`config.mk`:
```
export PLATFORM = sky130hd
export DESIGN_NAME = serial_packet_deframer_xor_check_unit
export DESIGN_NICKNAME = d
export VERILOG_FILES = /design/src/design/sdxc_pkg.sv /design/src/design/sdxc_front.sv /design/src/design/sdxc_queue.sv /design/src/design/sdxc_back.sv /design/src/design/serial_packet_deframer_xor_check_unit.sv
export SDC_FILE = /design/constraint.sdc
export NUM_CORES = 1
export LEC_CHECK = 0
export BUFFER_PORTS_ARGS = -buffer_cell sky130_fd_sc_hd__buf_4
export CORE_UTILIZATION = 44
export CTS_CLUSTER_SIZE = 14
export DETAILED_ROUTE_END_ITERATION = 8
export PLACE_DENSITY = 0.64
export REMOVE_ABC_BUFFERS = 1
export SYNTH_ARGS = -nofsm -noshare
export SYNTH_HDL_FRONTEND = slang
export SYNTH_SLANG_ARGS = --single-unit
```
`constraint.sdc`:
```
create_clock -name clock -period 2.14 [get_ports clock]
set_input_delay 0.428 -clock clock [delete_from_list [all_inputs] [get_ports clock]]
set_output_delay 0.428 -clock clock [all_outputs]
set_load 0.03 [all_outputs]
```
`src/design/sdxc_pkg.sv`:
```
// Types and constants of the serial packet deframer.
package sdxc_pkg;

   localparam int unsigned BYTE_W   = 8;
   localparam int unsigned NIBBLE_W = 4;
   localparam int unsigned CSR_IDX_W = 2;

   localparam logic [CSR_IDX_W-1:0] CSR_FIRST_PREAMBLE  = 2'd0;
   localparam logic [CSR_IDX_W-1:0] CSR_SECOND_PREAMBLE = 2'd1;
   localparam logic [CSR_IDX_W-1:0] CSR_TIMEOUT_TICKS   = 2'd2;

   localparam logic [BYTE_W-1:0] FIRST_PREAMBLE_RESET  = 8'd170;
   localparam logic [BYTE_W-1:0] SECOND_PREAMBLE_RESET = 8'd85;
   localparam logic [BYTE_W-1:0] TIMEOUT_TICKS_RESET   = 8'd5;

   localparam logic CMD_BYTE = 1'b0;
   localparam logic CMD_IDLE = 1'b1;

   localparam logic [1:0] KIND_PAYLOAD = 2'd0;
   localparam logic [1:0] KIND_GOOD    = 2'd1;
   localparam logic [1:0] KIND_BAD     = 2'd2;
   localparam logic [1:0] KIND_TIMEOUT = 2'd3;

   typedef struct packed {
      logic              cmd;
      logic [BYTE_W-1:0] data_byte;
   } req_type;

   typedef struct packed {
      logic [1:0]          kind;
      logic [NIBBLE_W-1:0] group;
      logic [NIBBLE_W-1:0] device_id;
      logic [BYTE_W-1:0]   command_code;
      logic [BYTE_W-1:0]   payload_length;
      logic [BYTE_W-1:0]   payload_byte;
      logic [BYTE_W-1:0]   byte_index;
   } rsp_type;

   // classified word handed from front to back
   typedef struct packed {
      logic              is_idle;
      logic              first_hit;
      logic              second_hit;
      logic [BYTE_W-1:0] data_byte;
   } item_type;

   // settings the back end needs from the register file
   typedef struct packed {
      logic [BYTE_W-1:0] timeout_ticks;
      logic [BYTE_W-1:0] preamble_xor;
   } ctrl_type;

   typedef enum logic [2:0] {
      PH_HUNT,
      PH_SYNC2,
      PH_HEADER,
      PH_COMMAND,
      PH_LENGTH,
      PH_BODY
   } phase_type;

endpackage

```
`src/design/sdxc_front.sv`:
```
// Front end: configuration registers and classification of incoming words.
module sdxc_front (
   input  logic                                    clock,
   input  logic                                    reset,
   input  logic                                    req_valid,
   input  sdxc_pkg::req_type                       req_data,
   output logic                                    req_stall,
   input  logic                                    csr_write_en,
   input  logic [sdxc_pkg::CSR_IDX_W-1:0]          csr_index,
   input  logic [sdxc_pkg::BYTE_W-1:0]             csr_write_data,
   input  logic                                    queue_full,
   output logic                                    push,
   output sdxc_pkg::item_type                      item,
   output sdxc_pkg::ctrl_type                      ctrl
);

   logic [sdxc_pkg::BYTE_W-1:0] first_preamble_ff, first_preamble_in;
   logic [sdxc_pkg::BYTE_W-1:0] second_preamble_ff, second_preamble_in;
   logic [sdxc_pkg::BYTE_W-1:0] timeout_ticks_ff, timeout_ticks_in;

   always_comb begin
      first_preamble_in  = first_preamble_ff;
      second_preamble_in = second_preamble_ff;
      timeout_ticks_in   = timeout_ticks_ff;
      if (csr_write_en) begin
         case (csr_index)
            sdxc_pkg::CSR_FIRST_PREAMBLE:  first_preamble_in  = csr_write_data;
            sdxc_pkg::CSR_SECOND_PREAMBLE: second_preamble_in = csr_write_data;
            sdxc_pkg::CSR_TIMEOUT_TICKS:   timeout_ticks_in   = csr_write_data;
            default: ;
         endcase
      end
   end

   always_ff @(posedge clock) begin
      if (reset) begin
         first_preamble_ff  <= sdxc_pkg::FIRST_PREAMBLE_RESET;
         second_preamble_ff <= sdxc_pkg::SECOND_PREAMBLE_RESET;
         timeout_ticks_ff   <= sdxc_pkg::TIMEOUT_TICKS_RESET;
      end else begin
         first_preamble_ff  <= first_preamble_in;
         second_preamble_ff <= second_preamble_in;
         timeout_ticks_ff   <= timeout_ticks_in;
      end
   end

   assign req_stall = queue_full;
   assign push      = req_valid && !queue_full;

   always_comb begin
      item.is_idle    = (req_data.cmd == sdxc_pkg::CMD_IDLE);
      item.first_hit  = (req_data.data_byte == first_preamble_ff);
      item.second_hit = (req_data.data_byte == second_preamble_ff);
      item.data_byte  = req_data.data_byte;
   end

   assign ctrl = '{timeout_ticks: timeout_ticks_ff,
                   preamble_xor:  first_preamble_ff ^ second_preamble_ff};

endmodule

```
`src/design/sdxc_queue.sv`:
```
// Short queue of classified words between front and back.
module sdxc_queue #(
   parameter int unsigned DEPTH = 2
) (
   input  logic               clock,
   input  logic               reset,
   input  logic               push,
   input  sdxc_pkg::item_type push_item,
   output logic               full,
   input  logic               pop,
   output logic               pop_valid,
   output sdxc_pkg::item_type pop_item
);

   localparam int unsigned PTR_W = (DEPTH > 1) ? $clog2(DEPTH) : 1;
   localparam int unsigned CNT_W = $clog2(DEPTH + 1);
   localparam logic [PTR_W-1:0] LAST_PTR = PTR_W'(DEPTH - 1);
   localparam logic [CNT_W-1:0] FULL_CNT = CNT_W'(DEPTH);

   sdxc_pkg::item_type entry_ff [DEPTH];
   logic [PTR_W-1:0] wr_ptr_ff, wr_ptr_in;
   logic [PTR_W-1:0] rd_ptr_ff, rd_ptr_in;
   logic [CNT_W-1:0] count_ff, count_in;

   assign full      = (count_ff == FULL_CNT);
   assign pop_valid = (count_ff != '0);
   assign pop_item  = entry_ff[rd_ptr_ff];

   always_comb begin
      wr_ptr_in = wr_ptr_ff;
      rd_ptr_in = rd_ptr_ff;
      count_in  = count_ff;
      if (push) begin
         wr_ptr_in = (wr_ptr_ff == LAST_PTR) ? '0 : wr_ptr_ff + 1'b1;
      end
      if (pop) begin
         rd_ptr_in = (rd_ptr_ff == LAST_PTR) ? '0 : rd_ptr_ff + 1'b1;
      end
      if (push && !pop) begin
         count_in = count_ff + 1'b1;
      end else if (pop && !push) begin
         count_in = count_ff - 1'b1;
      end
   end

   always_ff @(posedge clock) begin
      if (reset) begin
         wr_ptr_ff <= '0;
         rd_ptr_ff <= '0;
         count_ff  <= '0;
      end else begin
         wr_ptr_ff <= wr_ptr_in;
         rd_ptr_ff <= rd_ptr_in;
         count_ff  <= count_in;
      end
   end

   always_ff @(posedge clock) begin
      if (push) begin
         entry_ff[wr_ptr_ff] <= push_item;
      end
   end

endmodule

```
`src/design/sdxc_back.sv`:
```
// Back end: frame parser, checksum, idle timer and result register.
module sdxc_back (
   input  logic               clock,
   input  logic               reset,
   input  logic               pop_valid,
   input  sdxc_pkg::item_type pop_item,
   output logic               pop,
   input  sdxc_pkg::ctrl_type ctrl,
   output logic               rsp_valid,
   output sdxc_pkg::rsp_type  rsp_data,
   input  logic               rsp_stall
);

   sdxc_pkg::phase_type phase_ff, phase_in;

   logic [sdxc_pkg::BYTE_W-1:0]   countdown_ff, countdown_in;
   logic [sdxc_pkg::BYTE_W-1:0]   xor_ff, xor_in;
   logic [sdxc_pkg::BYTE_W-1:0]   index_ff, index_in;
   logic [sdxc_pkg::NIBBLE_W-1:0] group_ff, group_in;
   logic [sdxc_pkg::NIBBLE_W-1:0] device_ff, device_in;
   logic [sdxc_pkg::BYTE_W-1:0]   command_ff, command_in;
   logic [sdxc_pkg::BYTE_W-1:0]   length_ff, length_in;
   logic                          rsp_valid_ff, rsp_valid_in;
   sdxc_pkg::rsp_type             rsp_data_ff, rsp_data_in;

   logic                          take;
   logic                          emit;
   logic                          expire;
   logic                          body_end;
   logic [sdxc_pkg::BYTE_W-1:0]   xor_next;

   assign take     = pop_valid && (!rsp_valid_ff || !rsp_stall);
   assign pop      = take;
   assign expire   = pop_item.is_idle && (countdown_ff == 8'd1);
   assign body_end = (index_ff == length_ff);
   assign xor_next = xor_ff ^ pop_item.data_byte;

   always_comb begin
      phase_in = phase_ff;
      if (take) begin
         if (pop_item.is_idle) begin
            if (expire) begin
               phase_in = sdxc_pkg::PH_HUNT;
            end
         end else begin
            case (phase_ff)
               sdxc_pkg::PH_HUNT:
                  phase_in = pop_item.first_hit ? sdxc_pkg::PH_SYNC2 : sdxc_pkg::PH_HUNT;
               sdxc_pkg::PH_SYNC2:
                  phase_in = pop_item.second_hit ? sdxc_pkg::PH_HEADER : sdxc_pkg::PH_HUNT;
               sdxc_pkg::PH_HEADER:  phase_in = sdxc_pkg::PH_COMMAND;
               sdxc_pkg::PH_COMMAND: phase_in = sdxc_pkg::PH_LENGTH;
               sdxc_pkg::PH_LENGTH:  phase_in = sdxc_pkg::PH_BODY;
               sdxc_pkg::PH_BODY:
                  phase_in = body_end ? sdxc_pkg::PH_HUNT : sdxc_pkg::PH_BODY;
               default:              phase_in = sdxc_pkg::PH_HUNT;
            endcase
         end
      end
   end

   always_comb begin
      countdown_in = countdown_ff;
      xor_in       = xor_ff;
      index_in     = index_ff;
      group_in     = group_ff;
      device_in    = device_ff;
      command_in   = command_ff;
      length_in    = length_ff;
      emit         = 1'b0;
      rsp_data_in  = '0;
      if (take) begin
         if (pop_item.is_idle) begin
            if (countdown_ff != '0) begin
               countdown_in = countdown_ff - 1'b1;
            end
            if (expire) begin
               emit             = 1'b1;
               rsp_data_in.kind = sdxc_pkg::KIND_TIMEOUT;
            end
         end else begin
            countdown_in = ctrl.timeout_ticks;
            case (phase_ff)
               sdxc_pkg::PH_SYNC2: begin
                  xor_in = ctrl.preamble_xor;
               end
               sdxc_pkg::PH_HEADER: begin
                  group_in  = pop_item.data_byte[sdxc_pkg::BYTE_W-1:sdxc_pkg::NIBBLE_W];
                  device_in = pop_item.data_byte[sdxc_pkg::NIBBLE_W-1:0];
                  xor_in    = xor_next;
               end
               sdxc_pkg::PH_COMMAND: begin
                  command_in = pop_item.data_byte;
                  xor_in     = xor_next;
               end
               sdxc_pkg::PH_LENGTH: begin
                  length_in = pop_item.data_byte;
                  index_in  = '0;
                  xor_in    = xor_next;
               end
               sdxc_pkg::PH_BODY: begin
                  xor_in                     = xor_next;
                  emit                       = 1'b1;
                  rsp_data_in.group          = group_ff;
                  rsp_data_in.device_id      = device_ff;
                  rsp_data_in.command_code   = command_ff;
                  rsp_data_in.payload_length = length_ff;
                  if (body_end) begin
                     countdown_in     = '0;
                     rsp_data_in.kind = (xor_next == '0) ? sdxc_pkg::KIND_GOOD
                                                         : sdxc_pkg::KIND_BAD;
                  end else begin
                     index_in                 = index_ff + 1'b1;
                     rsp_data_in.kind         = sdxc_pkg::KIND_PAYLOAD;
                     rsp_data_in.payload_byte = pop_item.data_byte;
                     rsp_data_in.byte_index   = index_ff;
                  end
               end
               default: ;
            endcase
         end
      end
      rsp_valid_in = take ? emit : (rsp_valid_ff && rsp_stall);
   end

   always_ff @(posedge clock) begin
      if (reset) begin
         phase_ff     <= sdxc_pkg::PH_HUNT;
         countdown_ff <= '0;
         rsp_valid_ff <= 1'b0;
      end else begin
         phase_ff     <= phase_in;
         countdown_ff <= countdown_in;
         rsp_valid_ff <= rsp_valid_in;
      end
   end

   always_ff @(posedge clock) begin
      xor_ff     <= xor_in;
      index_ff   <= index_in;
      group_ff   <= group_in;
      device_ff  <= device_in;
      command_ff <= command_in;
      length_ff  <= length_in;
      if (take && emit) begin
         rsp_data_ff <= rsp_data_in;
      end
   end

   assign rsp_valid = rsp_valid_ff;
   assign rsp_data  = rsp_data_ff;

endmodule

```
`src/design/serial_packet_deframer_xor_check_unit.sv`:
```
// Top level of the serial packet deframer with XOR checksum.
//
// req channel: one word per accepted cycle, either a received byte or an
// idle tick. The parser hunts for two sync bytes, then reads header,
// command and length bytes, the payload and a checksum byte.
// rsp channel: at most one word per request word: a payload byte with its
// index, a good or bad frame report at the checksum byte, or a timeout when
// idle ticks run the inter-byte timer down.
// csr port: writes to the two sync byte values and the timeout length; the user
// must write them only while the block is idle, which the block does not enforce.
// Path: an accepted request word is written into the queue register; its result,
// if any, goes to the result register when the parser takes the word.
// Throughput: one word per cycle while rsp_stall does not hold the result.
// Reset: the parser returns to the hunt, the timer stops, the queue and
// result register empty, and the registers take their default values.
// A stall on rsp holds the result; the queue then fills and req_stall
// rises once it holds QUEUE_DEPTH words.
module serial_packet_deframer_xor_check_unit #(
   parameter int unsigned QUEUE_DEPTH = 2
) (
   input  logic                           clock,
   input  logic                           reset,
   input  logic                           req_valid,
   input  sdxc_pkg::req_type              req_data,
   output logic                           req_stall,
   output logic                           rsp_valid,
   output sdxc_pkg::rsp_type              rsp_data,
   input  logic                           rsp_stall,
   input  logic                           csr_write_en,
   input  logic [sdxc_pkg::CSR_IDX_W-1:0] csr_index,
   input  logic [sdxc_pkg::BYTE_W-1:0]    csr_write_data
);

   logic               queue_full;
   logic               push;
   logic               pop;
   logic               pop_valid;
   sdxc_pkg::item_type push_item;
   sdxc_pkg::item_type pop_item;
   sdxc_pkg::ctrl_type ctrl;

   sdxc_front u_front (
      .clock          (clock),
      .reset          (reset),
      .req_valid      (req_valid),
      .req_data       (req_data),
      .req_stall      (req_stall),
      .csr_write_en   (csr_write_en),
      .csr_index      (csr_index),
      .csr_write_data (csr_write_data),
      .queue_full     (queue_full),
      .push           (push),
      .item           (push_item),
      .ctrl           (ctrl)
   );

   sdxc_queue #(
      .DEPTH (QUEUE_DEPTH)
   ) u_queue (
      .clock     (clock),
      .reset     (reset),
      .push      (push),
      .push_item (push_item),
      .full      (queue_full),
      .pop       (pop),
      .pop_valid (pop_valid),
      .pop_item  (pop_item)
   );

   sdxc_back u_back (
      .clock     (clock),
      .reset     (reset),
      .pop_valid (pop_valid),
      .pop_item  (pop_item),
      .pop       (pop),
      .ctrl      (ctrl),
      .rsp_valid (rsp_valid),
      .rsp_data  (rsp_data),
      .rsp_stall (rsp_stall)
   );

endmodule

```
==> results list, run 1 <==
- The run finished with clean final reports.
- Clock edge transition at the registers on the reported setup and hold paths: approximately 0.060 ns
* Commonest cells after routing, fill and taps aside: sky130_fd_sc_hd__edfxtp_1, sky130_fd_sc_hd__buf_4, sky130_fd_sc_hd__nor2_1
- Number of distinct standard cells referenced by the synthesized netlist: between 40 and 50
- Max reg flops: 42
- Net switching is between 20% and 30% of the power.
- After routing, the total negative slack on setup checks comes to 0 ns.
* Top Family by Delay on Critical Path: simple AND/OR/NAND/NOR gates
- Element type at the critical path end: register
* Via count: between 3,000 and 4,000
- The startpoint identified for the worst hold timing path is req_data[8].
- For the pin with the worst max-slew slack, the measured transition is about 0.54 ns.
- Worst IR drop on VDD: 0.6857 mV
* Number of hold-slack violations in the final timing report: 0
- Setup violations remaining at the end of the flow were counted as 0.
- After detailed routing, the met3 layer carries 508 um of wire.
- Once the clock tree was built, the setup fixing pass inserted 0 buffers.
* Most common library cell in the layout ignoring fill and taps: sky130_fd_sc_hd__edfxtp_1
* Final Wtd Congestion: approximately 0.80
- The mapped netlist covers ~0.0061 mm^2.
* Final nets: 612
* Overall global routing resource usage: between 15 and 20%
- Leak: between 0.002 and 0.003 uW
- CTS placed an instance of sky130_fd_sc_hd__clkbuf_16 at the clock tree root.
* Setup Crit Path Kind: register to register
- FP Rows: 42
- Total CTS buffers: 17
- Length of routed met2 wiring: 5426 um
- Type of the tightest min-delay check: input pin to register
* Number of antenna violations at the first check in global routing: 0
* Unrepaired setup endpoints after global routing: no
* Clock latency on the worst-skew pair: about 0.42 ns
- The top cell type by area accounts for about half of the synthesized area.
- Startpoint of the worst-slack reg-to-reg timing path: u_back.index_ff[2]$_SDFFCE_PN0P_
- CP max-delay cell: sky130_fd_sc_hd__edfxtp_1
- Number of sinks driven by the clock tree: 145
- Count of boundary I/O pins: between 60 and 70
- Half-perimeter wire length of the detailed placement result: 7986 um
* Data arrival time at the worst-slack endpoint: approximately 2.3 ns
* Die Outline Area: between 0.01 and 0.015 mm^2
* Launch point of the critical path: u_back.index_ff[2]$_SDFFCE_PN0P_
- Synthesis-stage register bit count: 145
* Total iterations of the first detailed-routing run: 4
- Global-route wire length before repair: roughly 18,000 um
* Synthesis-to-finish area growth: 23.82%
- Biggest area consumer among synthesized cells: sky130_fd_sc_hd__edfxtp_1
- On the worst path, the slowest cell contributes a delay of around 0.50 ns.
- Max H-tree Level: 4
- The detailed router put a total of around 5000 um of wire on met1.
- Bufs and invs on worst path: 1
- Period utilisation layout: between 90% and 100%
- YS warnings: 0
* IO Port Bufs: 67
- N_diodes: 0
- Via-per-instance ratio: slightly below 5
- Wirelength, routed: 11,100 um
* Time the final worst path needs with I/O delays and setup: roughly 2.0 ns
- Antenna-violating nets left: 0
* Slew HR: 63.73%
- Final number of max-transition violations: 0
- Routed signal wires occupy layers up through met4.
* Width of the die: approximately 120 um
* Post-Place Worst Slack: 0.1460 ns
- The placed instances occupy a cell area of ~0.007 mm^2.
- For this design the ratio of total power to cell area is between 1000 and 1500 mW/mm^2.
- Number of design-rule violations left by the first detailed-router iteration: ~180
- In the post-route analysis, the smallest setup slack over all paths is approximately 0.17 ns.
- Post-layout instance area: between 0.007 and 0.008 mm^2
* Maximum net fanout on the critical path: 10
* Remaining Overflow, GRT: 0
- After detailed routing, the number of remaining DRC violations is 0.
* Placeable core region: 0.01340 mm^2
- Total net switching power: between 2000 and 2500 uW
- Based on the critical path, the design can be clocked at up to ~0.51 GHz.
- Sequential share of power: 42.1%
- Largest net degree at the start of global routing: 43
* MaxCap Viol Count: 0
- CTS tree: done
- Internal power comes to slightly below 6000 uW.
- Dividing the detail-routed wire length by the instance count gives between 10 and 15 um.
- Synthesis produced 493 cells.
* Clock network fraction of total power: a little over a third
- The worst setup path is launched from a register.
* Maximum buffer depth of the clock tree: 2
- Relative contribution of combinational cells to total power: 21.7%
- Number of global-route vias before repair: 3,779
- Chip height: 119.7 um
- Starting Density: a little under half
* Sequence of cells on the critical path: xor2_1 > nor4_1 > nand3_1 > buf_4 > a311oi_1 > nor3_1
- Synth top area cells: sky130_fd_sc_hd__edfxtp_1, sky130_fd_sc_hd__dfxtp_1, sky130_fd_sc_hd__xnor2_1
* Avg Synthesized Cell Area: roughly 12 um^2
- Layout cell share with drive strength beyond 1: a little under a quarter
- STA puts the critical path data required time at ~2.4 ns.
- The number of hold buffers added after CTS was 0.
* Share of the yosys chip area belonging to registers: roughly 65%
- Clock skew on the completed layout was measured at 0.006458 ns.
-- Yosys cell counts, drive strengths merged --
master and count:
nand2 38, o21a 1, nor3b 2, or2 2
a31oi 7, o21ai 15, edfxtp 104, nand4 4
a22oi 1, clkbuf 12, nor3 9, and3 11
a21o 1, or3 2, mux2 1, a2bb2oi 1
xor2 16, nor2b 4, a311oi 4, a22o 1
buf 4, dfxtp 41, nor4 6, a211oi 2
mux2i 21, o21bai 1, a211o 6, nor2 55
o31ai 2, nand3b 5, nand2b 3, ha 4
a21boi 1, and2 25, xnor2 37, inv 17
nand3 9, or4 1, a21oi 17
-- cell type report --
| type | instances | area [um^2] |
|---|---|---|
| repair buffers | 88 | 685.7 |
| fillers | 1142 | 5848 |
| clock inverters | 14 | 182.7 |
| clock buffers | 18 | 429.2 |
| well taps | 176 | 220.2 |
| inverters | 17 | 63.81 |
| flip-flops and latches | 145 | 3944 |
| multi-input cells | 315 | 2027 |
-- worst paths after layout --
check                                                            to  slack, ns  cells past startpoint
worst max-delay path            u_back.countdown_ff[5]$_SDFFE_PP0P_       0.17                      6
worst min-delay path              u_queue.entry_ff[0][10]$_DFFE_PP_       0.20                      1
worst max register to register  u_back.countdown_ff[5]$_SDFFE_PP0P_       0.17                      6
worst min register to register  u_back.countdown_ff[6]$_SDFFE_PP0P_       0.49                      2
-- metal layers --
layer  GRT usage [%]  up-vias
li1                -     1945
met1           20.89     1754
met2           28.00       95
met3           4.230       20
met4           7.422        0
met5               0        -
-- power groups by stage --
stage / registers, uW / clock network (uW) / logic [uW]
finish: 3490 / 2990 / 1800
global route: 3520 / 3170 / 2010
CTS: 3490 / 3050 / 1810
detailed placement: 3550 / 0 / 1800
global placement: 3530 / 0 / 1760
floorplan: 3570 / 0 / 1210
-- cell families (layout without fill, tap and decap cells) --
group	Yosys count	after routing	synth area share, %
buffers and inverters	33	137	2.215
AND/OR/NAND/NOR	176	176	14.30
XOR/XNOR	53	53	7.610
flip-flops	145	145	64.66
AO/OA/AOI/OAI	60	60	6.462
multiplexers	22	22	3.938
adder cells (fa/ha/maj)	4	4	0.8205
-- what timing repair did --
action | in CTS | in global routing
endpoints found under the setup margin | 0 | 1
endpoints found under the hold margin | 0 | 0
gates resized for setup | 0 | 1
-- through the flow --
stage | utilization [%] | hold WS [ns] | total power (uW) | cells
2_1_floorplan | - | 0.4351 | 4776 | 477
3_3_place_gp | 51.75 | 0.4573 | 5291 | 741
3_5_place_dp | 51.75 | 0.4767 | 5345 | 741
4_1_cts | 56.31 | 0.1884 | 8348 | 773
5_1_grt | 56.36 | 0.1824 | 8701 | 773
6_report | 56.36 | 0.2032 | 8289 | 773
No activity file was read; power rests on OpenSTA's default activity.
==> inputs of run 2 (changes only) <==
--- a/config.mk
+++ b/config.mk
@@ -9,7 +9,7 @@
 export CORE_UTILIZATION = 44
 export CTS_CLUSTER_SIZE = 14
 export DETAILED_ROUTE_END_ITERATION = 8
-export PLACE_DENSITY = 0.64
+export PLACE_DENSITY = 0.72
 export REMOVE_ABC_BUFFERS = 1
 export SYNTH_ARGS = -nofsm -noshare
 export SYNTH_HDL_FRONTEND = slang
==> run 2 against run 1 <==
  * Critical path depth did not move
  * Combinational power barely moved
  * Via count rose by 2.9%
  * Non-clock buffer count fell by 3
  * Critical endpoint is now u_back.index_ff[2]$_SDFFCE_PN0P_
  * Total power fell by 1.8%
  * Global-route usage rose by 0.86 points
  * First-iteration DRC count rose by 22%
==> results list, run 2 (synthesis gave the netlist of run 1 again) <==
* Outcome: finished clean
* Clock latency on the worst-skew pair: 0.42 ns (about the same)
- Clock tree root driver cell: sky130_fd_sc_hd__clkbuf_16
- IO Port Bufs: 67 (unchanged)
* Relative contribution of combinational cells to total power: 21.8% (about the same)
- Final Wtd Congestion: 0.8393 (+4.7%)
- Top Family by Delay on Critical Path: flip-flops
- The via-per-instance ratio is 5.097 (+3.3%).
* Post-Place Worst Slack: 0.1584 ns (+0.01231 ns)
* CP max-delay cell: sky130_fd_sc_hd__edfxtp_1
* Largest net degree at the start of global routing: 43 (unchanged)
* Number of antenna violations at the first check in global routing: 0 (unchanged)
- The data arrival at the endpoint of the critical path was 2.14 ns (-0.11 ns).
- Type of the tightest min-delay check: input pin to register
- Sequence of cells on the critical path: xor2_1 > nor4_1 > a21oi_1 > a21oi_1 > nor2_1 > buf_4
- Clock edge transition at the registers on the reported setup and hold paths: 0.06 ns (about the same)
- The total inserted antenna cells was 0 (unchanged).
- The switching power as a share of total power was 30.09% (+1.7 points).
* Max reg flops: 42 (unchanged)
- Post-Route Hold Slack: 0.2078 ns (+0.004527 ns)
- Number of instances on the worst hold path: 1 (unchanged)
- The count of cells along the worst register-to-register path was 6 (unchanged).
* Total CTS buffers: 17 (unchanged)
* Wirelength, routed: 11,840 um (+6.6%)
- STA classifies the critical path endpoint as a register.
* Total iterations of the first detailed-routing run: 5 (+1)
- The fmax was 0.5102 GHz (+0.29%).
- The residual DRC count was 0 (unchanged).
- The path with the worst hold slack has its endpoint at u_queue.entry_ff[0][10]$_DFFE_PP_.
* Worst hold start: req_data[8]
* Final worst slack: 0.1799 ns (+0.005628 ns)
* Number of design-rule violations left by the first detailed-router iteration: 223 (+22%)
- Setup repair after global routing left no endpoint under its margin.
* Most common library cell in the layout ignoring fill and taps: sky130_fd_sc_hd__edfxtp_1
- Via count: 3,925 (+2.9%)
* Number of hold-slack violations in the final timing report: 0 (unchanged)
- Time the final worst path needs with I/O delays and setup: 1.960 ns (-0.005628 ns)
- The transition time of the tightest slew-check pin is 0.5370 ns (-0.007078 ns).
* FP Rows: 42 (unchanged)
* Total of hold buffers inserted after clock tree synthesis: 0 (unchanged)
- The internal power summed over all cells was 5687 uW (-4.1%).
- Period utilisation layout: 91.59% (-0.26 points)
* Leak: 0.002871 uW (-0.71%)
- The via count of the first global-routing pass was 3,766 (-0.34%).
- End-of-flow core utilization: 55.90% (-0.46 points)
* Startpoint of the worst-slack reg-to-reg timing path: u_back.index_ff[6]$_SDFFCE_PN0P_
- Max H-tree Level: 4 (unchanged)
- The area of the core region is 0.01340 mm^2 (unchanged).
- Worst setup SP type: register
* Global-route wire length before repair: 19,120 um (+3.6%)
* Overall global routing resource usage: 17.76% (+0.86 points)
- The library cells used most frequently in the layout, excluding fill and tap cells, are sky130_fd_sc_hd__edfxtp_1, sky130_fd_sc_hd__buf_4, sky130_fd_sc_hd__nor2_1.
* MaxCap Viol Count: 0 (unchanged)
- Cell type with the highest occurrence count on the critical path: sky130_fd_sc_hd__a21oi_1
- The maximum single-stage delay on the critical path was 0.49 ns (about the same).
- Instance count after placement with tap cells included: 738 (-0.40%)
- The die outline area was 0.01434 mm^2 (unchanged).
* CTS tree: done
* Final number of max-transition violations: 0 (unchanged)
- The sum of net half-perimeters after detailed placement came to 8246 um (+3.3%).
* Width of the die: 119.7 um (unchanged)
* Fin Clk Skew: 0.007687 ns (+0.001229 ns)
- The combined buffer and inverter count along the critical path came to 1 (unchanged).
* Number of setup violations in the final report: 0 (unchanged)
* Maximum net fanout on the critical path: 8 (-2)
- The post-route non-filler standard cell count was 770 (-0.39%).
- The worst voltage drop across the vdd grid is 0.5828 mV (-15%).
* Setup Crit Path Kind: register to register
* Power density over cell area: 1086 mW/mm^2 (-1.0%)
- The sequential cell fraction of total power came to 42.9% (+0.8 points).
* Maximum buffer depth of the clock tree: 2 (unchanged)
* R2R Path End: u_back.index_ff[2]$_SDFFCE_PN0P_
* Final nets: 609 (-0.49%)
- The remaining antenna violation count came to 0 (unchanged).
- The setup slack of the worst register-to-register path came to 0.18 ns (about the same).
- Clock network fraction of total power: 35.4% (-0.7 points)
- Slew HR: 64.09% (+0.36 points)
* Worst Path Required: 2.32 ns (-0.11 ns)
- Chip height: 119.7 um (unchanged)
* Synthesis-to-finish area growth: 22.81%
- The sum of overflow across all layers after global routing is 0 (unchanged).
- The number of clock sinks seen by CTS came to 145 (unchanged).
* Per-cell routed wire length: 15.38 um (+7.1%)
- Total net switching power: 2448 uW (+3.9%)
- Layout cell share with drive strength beyond 1: 22.22% (-0.39 points)
- The initial cell density of the core came to 45.52% (unchanged).
* Count of boundary I/O pins: 68 (unchanged)
run 2: cell count changes in the layout (fill, tap and decap cells not counted), sizes merged:
cell      previous run  this run
buf                 88        85
clkbuf              18        17
clkinv               7         5
inv                 19        26
bufinv               3         1
clkinvlp             2         0
run 2: per-layer routing:
layer / part of all wire, % / wire, um / vias up / global-route usage [%]
li1: - / - / 1932 / -
met1: 44 / 5189 / 1861 / 21.95
met2: 50 / 5964 / 114 / 29.91
met3: 4.1 / 491 / 18 / 4.183
met4: 1.6 / 194 / 0 / 7.187
met5: 0 / 0 / - / 0
run 2: worst reg2reg max path, delay by kind of cell, from the launching register on:
kind / cells / cell delay, ns
DFF: 1 / 0.49
xor gates and xnor gates: 1 / 0.19
buffers and inverters: 1 / 0.17
AOI/OAI and AO/OA: 2 / 0.40
and+or+nand+nor: 2 / 0.47
run 2: worst max path at each step:
stage               depth (start not counted)  slack [ns]                        startpoint                                to
floorplan                                   4       -0.92                          register        u_back.xor_ff[0]$_DFFE_PP_
global placement                            6        0.20                         rsp_stall  u_queue.count_ff[1]$_SDFFE_PP0P_
detailed placement                          6        0.16                         rsp_stall  u_queue.count_ff[1]$_SDFFE_PP0P_
CTS                                         6        0.12  u_back.index_ff[2]$_SDFFCE_PN0P_  u_back.index_ff[3]$_SDFFCE_PN0P_
global route                                6        0.01  u_back.index_ff[6]$_SDFFCE_PN0P_  u_back.index_ff[3]$_SDFFCE_PN0P_
finish                                      6        0.18  u_back.index_ff[6]$_SDFFCE_PN0P_  u_back.index_ff[2]$_SDFFCE_PN0P_
run 2: what timing repair did:
action	CTS	global route
endpoints found under the setup margin	0	8
buffers inserted	0	0
gates resized for setup	0	1
run 2: area by class of cell:
cell class | instances | area, um^2
well taps | 176 | 220.2
clock inverters | 15 | 147.6
inverters | 17 | 63.81
fillers | 1122 | 5909
repair buffers | 85 | 663.1
multi-input cells | 315 | 2027
clock buffers | 17 | 425.4
flip-flops and latches | 145 | 3944
run 2: power by group through the flow:
stage	Sequential [uW]	Combinational (uW)	Clock, uW
3_3_place_gp	3530	1710	0
4_1_cts	3490	1780	2920
3_5_place_dp	3550	1770	0
6_report	3490	1770	2880
2_1_floorplan	3570	1210	0
5_1_grt	3510	1980	3030
run 2: metrics by stage:
step                      power, uW  cell area (um^2)  setup TNS (ns)
after floorplan                4776              6028          -46.71
after global placement         5237              6912               0
after detailed placement       5314              6912               0
after CTS                      8189              7485               0
after global routing           8524              7491               0
final                          8136              7491               0
==> inputs of run 3 (changes only) <==
--- a/config.mk
+++ b/config.mk
@@ -5,11 +5,12 @@
 export SDC_FILE = /design/constraint.sdc
 export NUM_CORES = 1
 export LEC_CHECK = 0
+export ABC_CLOCK_PERIOD_IN_PS = 2140
 export BUFFER_PORTS_ARGS = -buffer_cell sky130_fd_sc_hd__buf_4
-export CORE_UTILIZATION = 44
+export CORE_UTILIZATION = 25
 export CTS_CLUSTER_SIZE = 14
 export DETAILED_ROUTE_END_ITERATION = 8
-export PLACE_DENSITY = 0.72
+export PLACE_DENSITY = 0.49
 export REMOVE_ABC_BUFFERS = 1
 export SYNTH_ARGS = -nofsm -noshare
 export SYNTH_HDL_FRONTEND = slang
==> run 3 against run 2 <==
  * First-iteration DRC count up 9.0%
  * Sequential power about the same
  * Combinational power up 5%
  * Fmax down 0.55%
  * Non-clock buffer count up 5
  * Register-to-register slack about the same
  * Sequential cell count unchanged
  * Largest power group unchanged
==> results list, run 3 (synthesis gave the netlist of run 1 again) <==
- Period utilisation layout: 92.10% (+0.51 points)
* Largest net degree at the start of global routing: 43 (unchanged)
- Placeable core region: 0.02368 mm^2 (+77%)
- Top metal layer carrying routed signals: met4
* Post-Route Hold Slack: 0.2144 ns (+0.006596 ns)
- The source-to-sink clock delay at the later pin of the worst-skew pair is 0.42 ns (about the same).
* Number of antenna violations at the first check in global routing: 0 (unchanged)
* Layout cell share with drive strength beyond 1: 22.70% (+0.48 points)
* Outcome: finished clean
- The worst setup path is launched from a register.
- Number of instances on the worst hold path: 1 (unchanged)
- Met1 routed wirelength after detailed routing: 6046 um (+17%)
- The data arrival at the endpoint of the critical path is 2.15 ns (about the same).
- Final number of max-transition violations: 0 (unchanged)
* FP Rows: 56 (+33%)
- The switching power as a share of total power is 29.99% (-0.11 points).
- Via count: 3,836 (-2.3%)
- The die outline area came to 0.02503 mm^2 (+75%).
- Internal reg-to-reg setup slack: 0.17 ns (about the same)
- The sum of overflow across all layers after global routing was 0 (unchanged).
* Clock network fraction of total power: 34.8% (-0.6 points)
* Sequential share of power: 42.5% (-0.4 points)
- Unrepaired setup endpoints after global routing: no
* R2R Path End: u_back.rsp_data[41]$_SDFFCE_PN0P_
* Cell count of the worst reg-to-reg path: 6 (unchanged)
* Synthesis-to-finish area growth: 26.28%
- The worst setup path is captured at a register.
- Endpoint of the worst hold path: u_queue.entry_ff[1][10]$_DFFE_PP_
- Type of the tightest min-delay check: input pin to register
- The global-route wire length before repair came to 20,470 um (+7.1%).
- The final setup violation count was 0 (unchanged).
* Worst Path Required: 2.31 ns (about the same)
- The top cell types in the final layout, fill and taps aside, are sky130_fd_sc_hd__edfxtp_1, sky130_fd_sc_hd__buf_4, sky130_fd_sc_hd__nor2_1.
- Post-Place Worst Slack: 0.1553 ns (-0.003032 ns)
* Total net switching power: 2461 uW (+0.51%)
* Clock tree root driver cell: sky130_fd_sc_hd__clkbuf_16
* Worst slew pin tran: 0.5743 ns (+0.03724 ns)
* Leak: 0.002887 uW (+0.55%)
- Most common library cell in the layout ignoring fill and taps: sky130_fd_sc_hd__edfxtp_1
* Setup Crit Path Kind: register to register
- Count of boundary I/O pins: 68 (unchanged)
- The post-cts gate resize count is 0 (unchanged).
- N_diodes: 0 (unchanged)
* Peak clock frequency supported by timing: 0.5074 GHz (-0.55%)
- The maximum buffer depth of the clock tree is 2 (unchanged).
- The iteration-0 DRC count of the detailed router was 243 (+9.0%).
* Relative contribution of combinational cells to total power: 22.7% (+0.9 points)
* Half-perimeter wire length of the detailed placement result: 9368 um (+14%)
- Max reg flops: 42 (unchanged)
* Internal power of the cells: 5745 uW (+1.0%)
- The count of H-tree levels built during CTS is 4 (unchanged).
- The final worst slack is 0.1690 ns (-0.01083 ns).
* Clock edge transition at the registers on the reported setup and hold paths: 0.06 ns (about the same)
- Post-layout instance area: 0.007702 mm^2 (+2.8%)
- TritonCTS built the clock tree.
- Total CTS buffers: 17 (unchanged)
* Number of hold-slack violations in the final timing report: 0 (unchanged)
- The number of detailed-routing iterations run before antenna repair was 4 (-1).
- The worst hold path begins at req_data[8].
- The final standard cell utilization of the core is 32.52% (-23 points).
- Number of sinks driven by the clock tree: 145 (unchanged)
- Fin Clk Skew: 0.008145 ns (+0.0004587 ns)
* Overall global routing resource usage: 11.03% (-6.7 points)
- The number of hold buffers added after cts is 0 (unchanged).
- Worst IR drop on VDD: 0.5196 mV (-11%)
- The chip height came to 158.2 um (+32%).
* Slew HR: 61.60% (-2.5 points)
* Length of routed met2 wiring: 5944 um (-0.34%)
* Area after detailed placement: 0.007128 mm^2 (+3.1%)
- The remaining antenna violation count is 0 (unchanged).
- The power density relative to cell area is 1065 mW/mm^2 (-1.9%).
* Met3 wire length: 674 um (+37%)
- Width of the die: 158.2 um (+32%)
* Number of global-route vias before repair: 3,842 (+2.0%)
- The largest fanout on the critical path is 10 (+2).
- IO Port Bufs: 67 (unchanged)
* Per-cell routed wire length: 13.93 um (-9.4%)
- MaxCap Viol Count: 0 (unchanged)
- Wirelength, routed: 12,780 um (+8.0%)
* Postcts setup bufs: 0 (unchanged)
- Final Wtd Congestion: 0.7393 (-12%)
- The post-route minimum period is 1.971 ns (+0.01083 ns).
* Starting Density: 25.76% (-20 points)
* Post-detailed-route DRC marker count: 0 (unchanged)
* Via-per-instance ratio: 4.179 (-18%)
- Final nets: 614 (+0.82%)
==> run 3: cell count changes in the layout (fill, tap and decap cells not counted) <==
cell                         before  now
sky130_fd_sc_hd__buf_4           83   88
sky130_fd_sc_hd__nor4_1           4    5
sky130_fd_sc_hd__clkinv_2         2    1
sky130_fd_sc_hd__inv_6            6    5
sky130_fd_sc_hd__clkinvlp_4       0    2
sky130_fd_sc_hd__nor4_2           2    1
==> run 3: worst max path at each step <==
stage                                             start  depth (start not counted)  slack [ns]                           endpoint
global route        u_back.countdown_ff[4]$_SDFFE_PP0P_                          6        0.05   u_back.rsp_data[9]$_SDFFCE_PP0P_
global placement                               register                          6        0.14  u_back.rsp_data[41]$_SDFFCE_PN0P_
floorplan                                      register                          4       -0.92         u_back.xor_ff[0]$_DFFE_PP_
detailed placement                             register                          6        0.16  u_back.rsp_data[41]$_SDFFCE_PN0P_
finish                                         register                          6        0.17  u_back.rsp_data[41]$_SDFFCE_PN0P_
CTS                                            register                          6        0.15  u_back.rsp_data[41]$_SDFFCE_PN0P_
==> run 3: final cells by class <==
type	instances	area [um^2]
clock inverters	15	148.9
clock buffers	17	425.4
repair buffers	90	700.7
inverters	17	63.81
flip-flops and latches	145	3944
multi-input cells	315	2021
well taps	319	399.1
fillers	2425	15980
==> run 3: power groups by stage <==
stage	clock network [uW]	logic, uW	registers (uW)
2_1_floorplan	0	1210	3570
3_3_place_gp	0	1830	3540
3_5_place_dp	0	1880	3550
4_1_cts	2930	1890	3490
5_1_grt	3050	2090	3510
6_report	2860	1860	3490
==> run 3: through the flow <==
step | instances | setup TNS, ns | total power, uW
CTS | 918 | 0 | 8306
floorplan | 477 | -46.71 | 4776
global route | 918 | 0 | 8654
finish | 918 | 0 | 8206
detailed placement | 886 | 0 | 5427
global placement | 886 | 0 | 5367
==> run 3: per-layer routing <==
metal / GRT usage [%] / vias up
met1: 14.12 / 1798
met2: 17.38 / 87
met4: 4.396 / 0
li1: - / 1944
met3: 3.230 / 7
met5: 0 / -
==> run 3: worst max-delay path, cell delays in order, from the launching register on <==
cell	delay (ns)
sky130_fd_sc_hd__dfxtp_1	0.37
sky130_fd_sc_hd__buf_12	0.16
sky130_fd_sc_hd__mux2i_2	0.31
sky130_fd_sc_hd__xnor2_1	0.13
sky130_fd_sc_hd__nor4_1	0.35
sky130_fd_sc_hd__nand2_1	0.17
sky130_fd_sc_hd__a22o_1	0.23
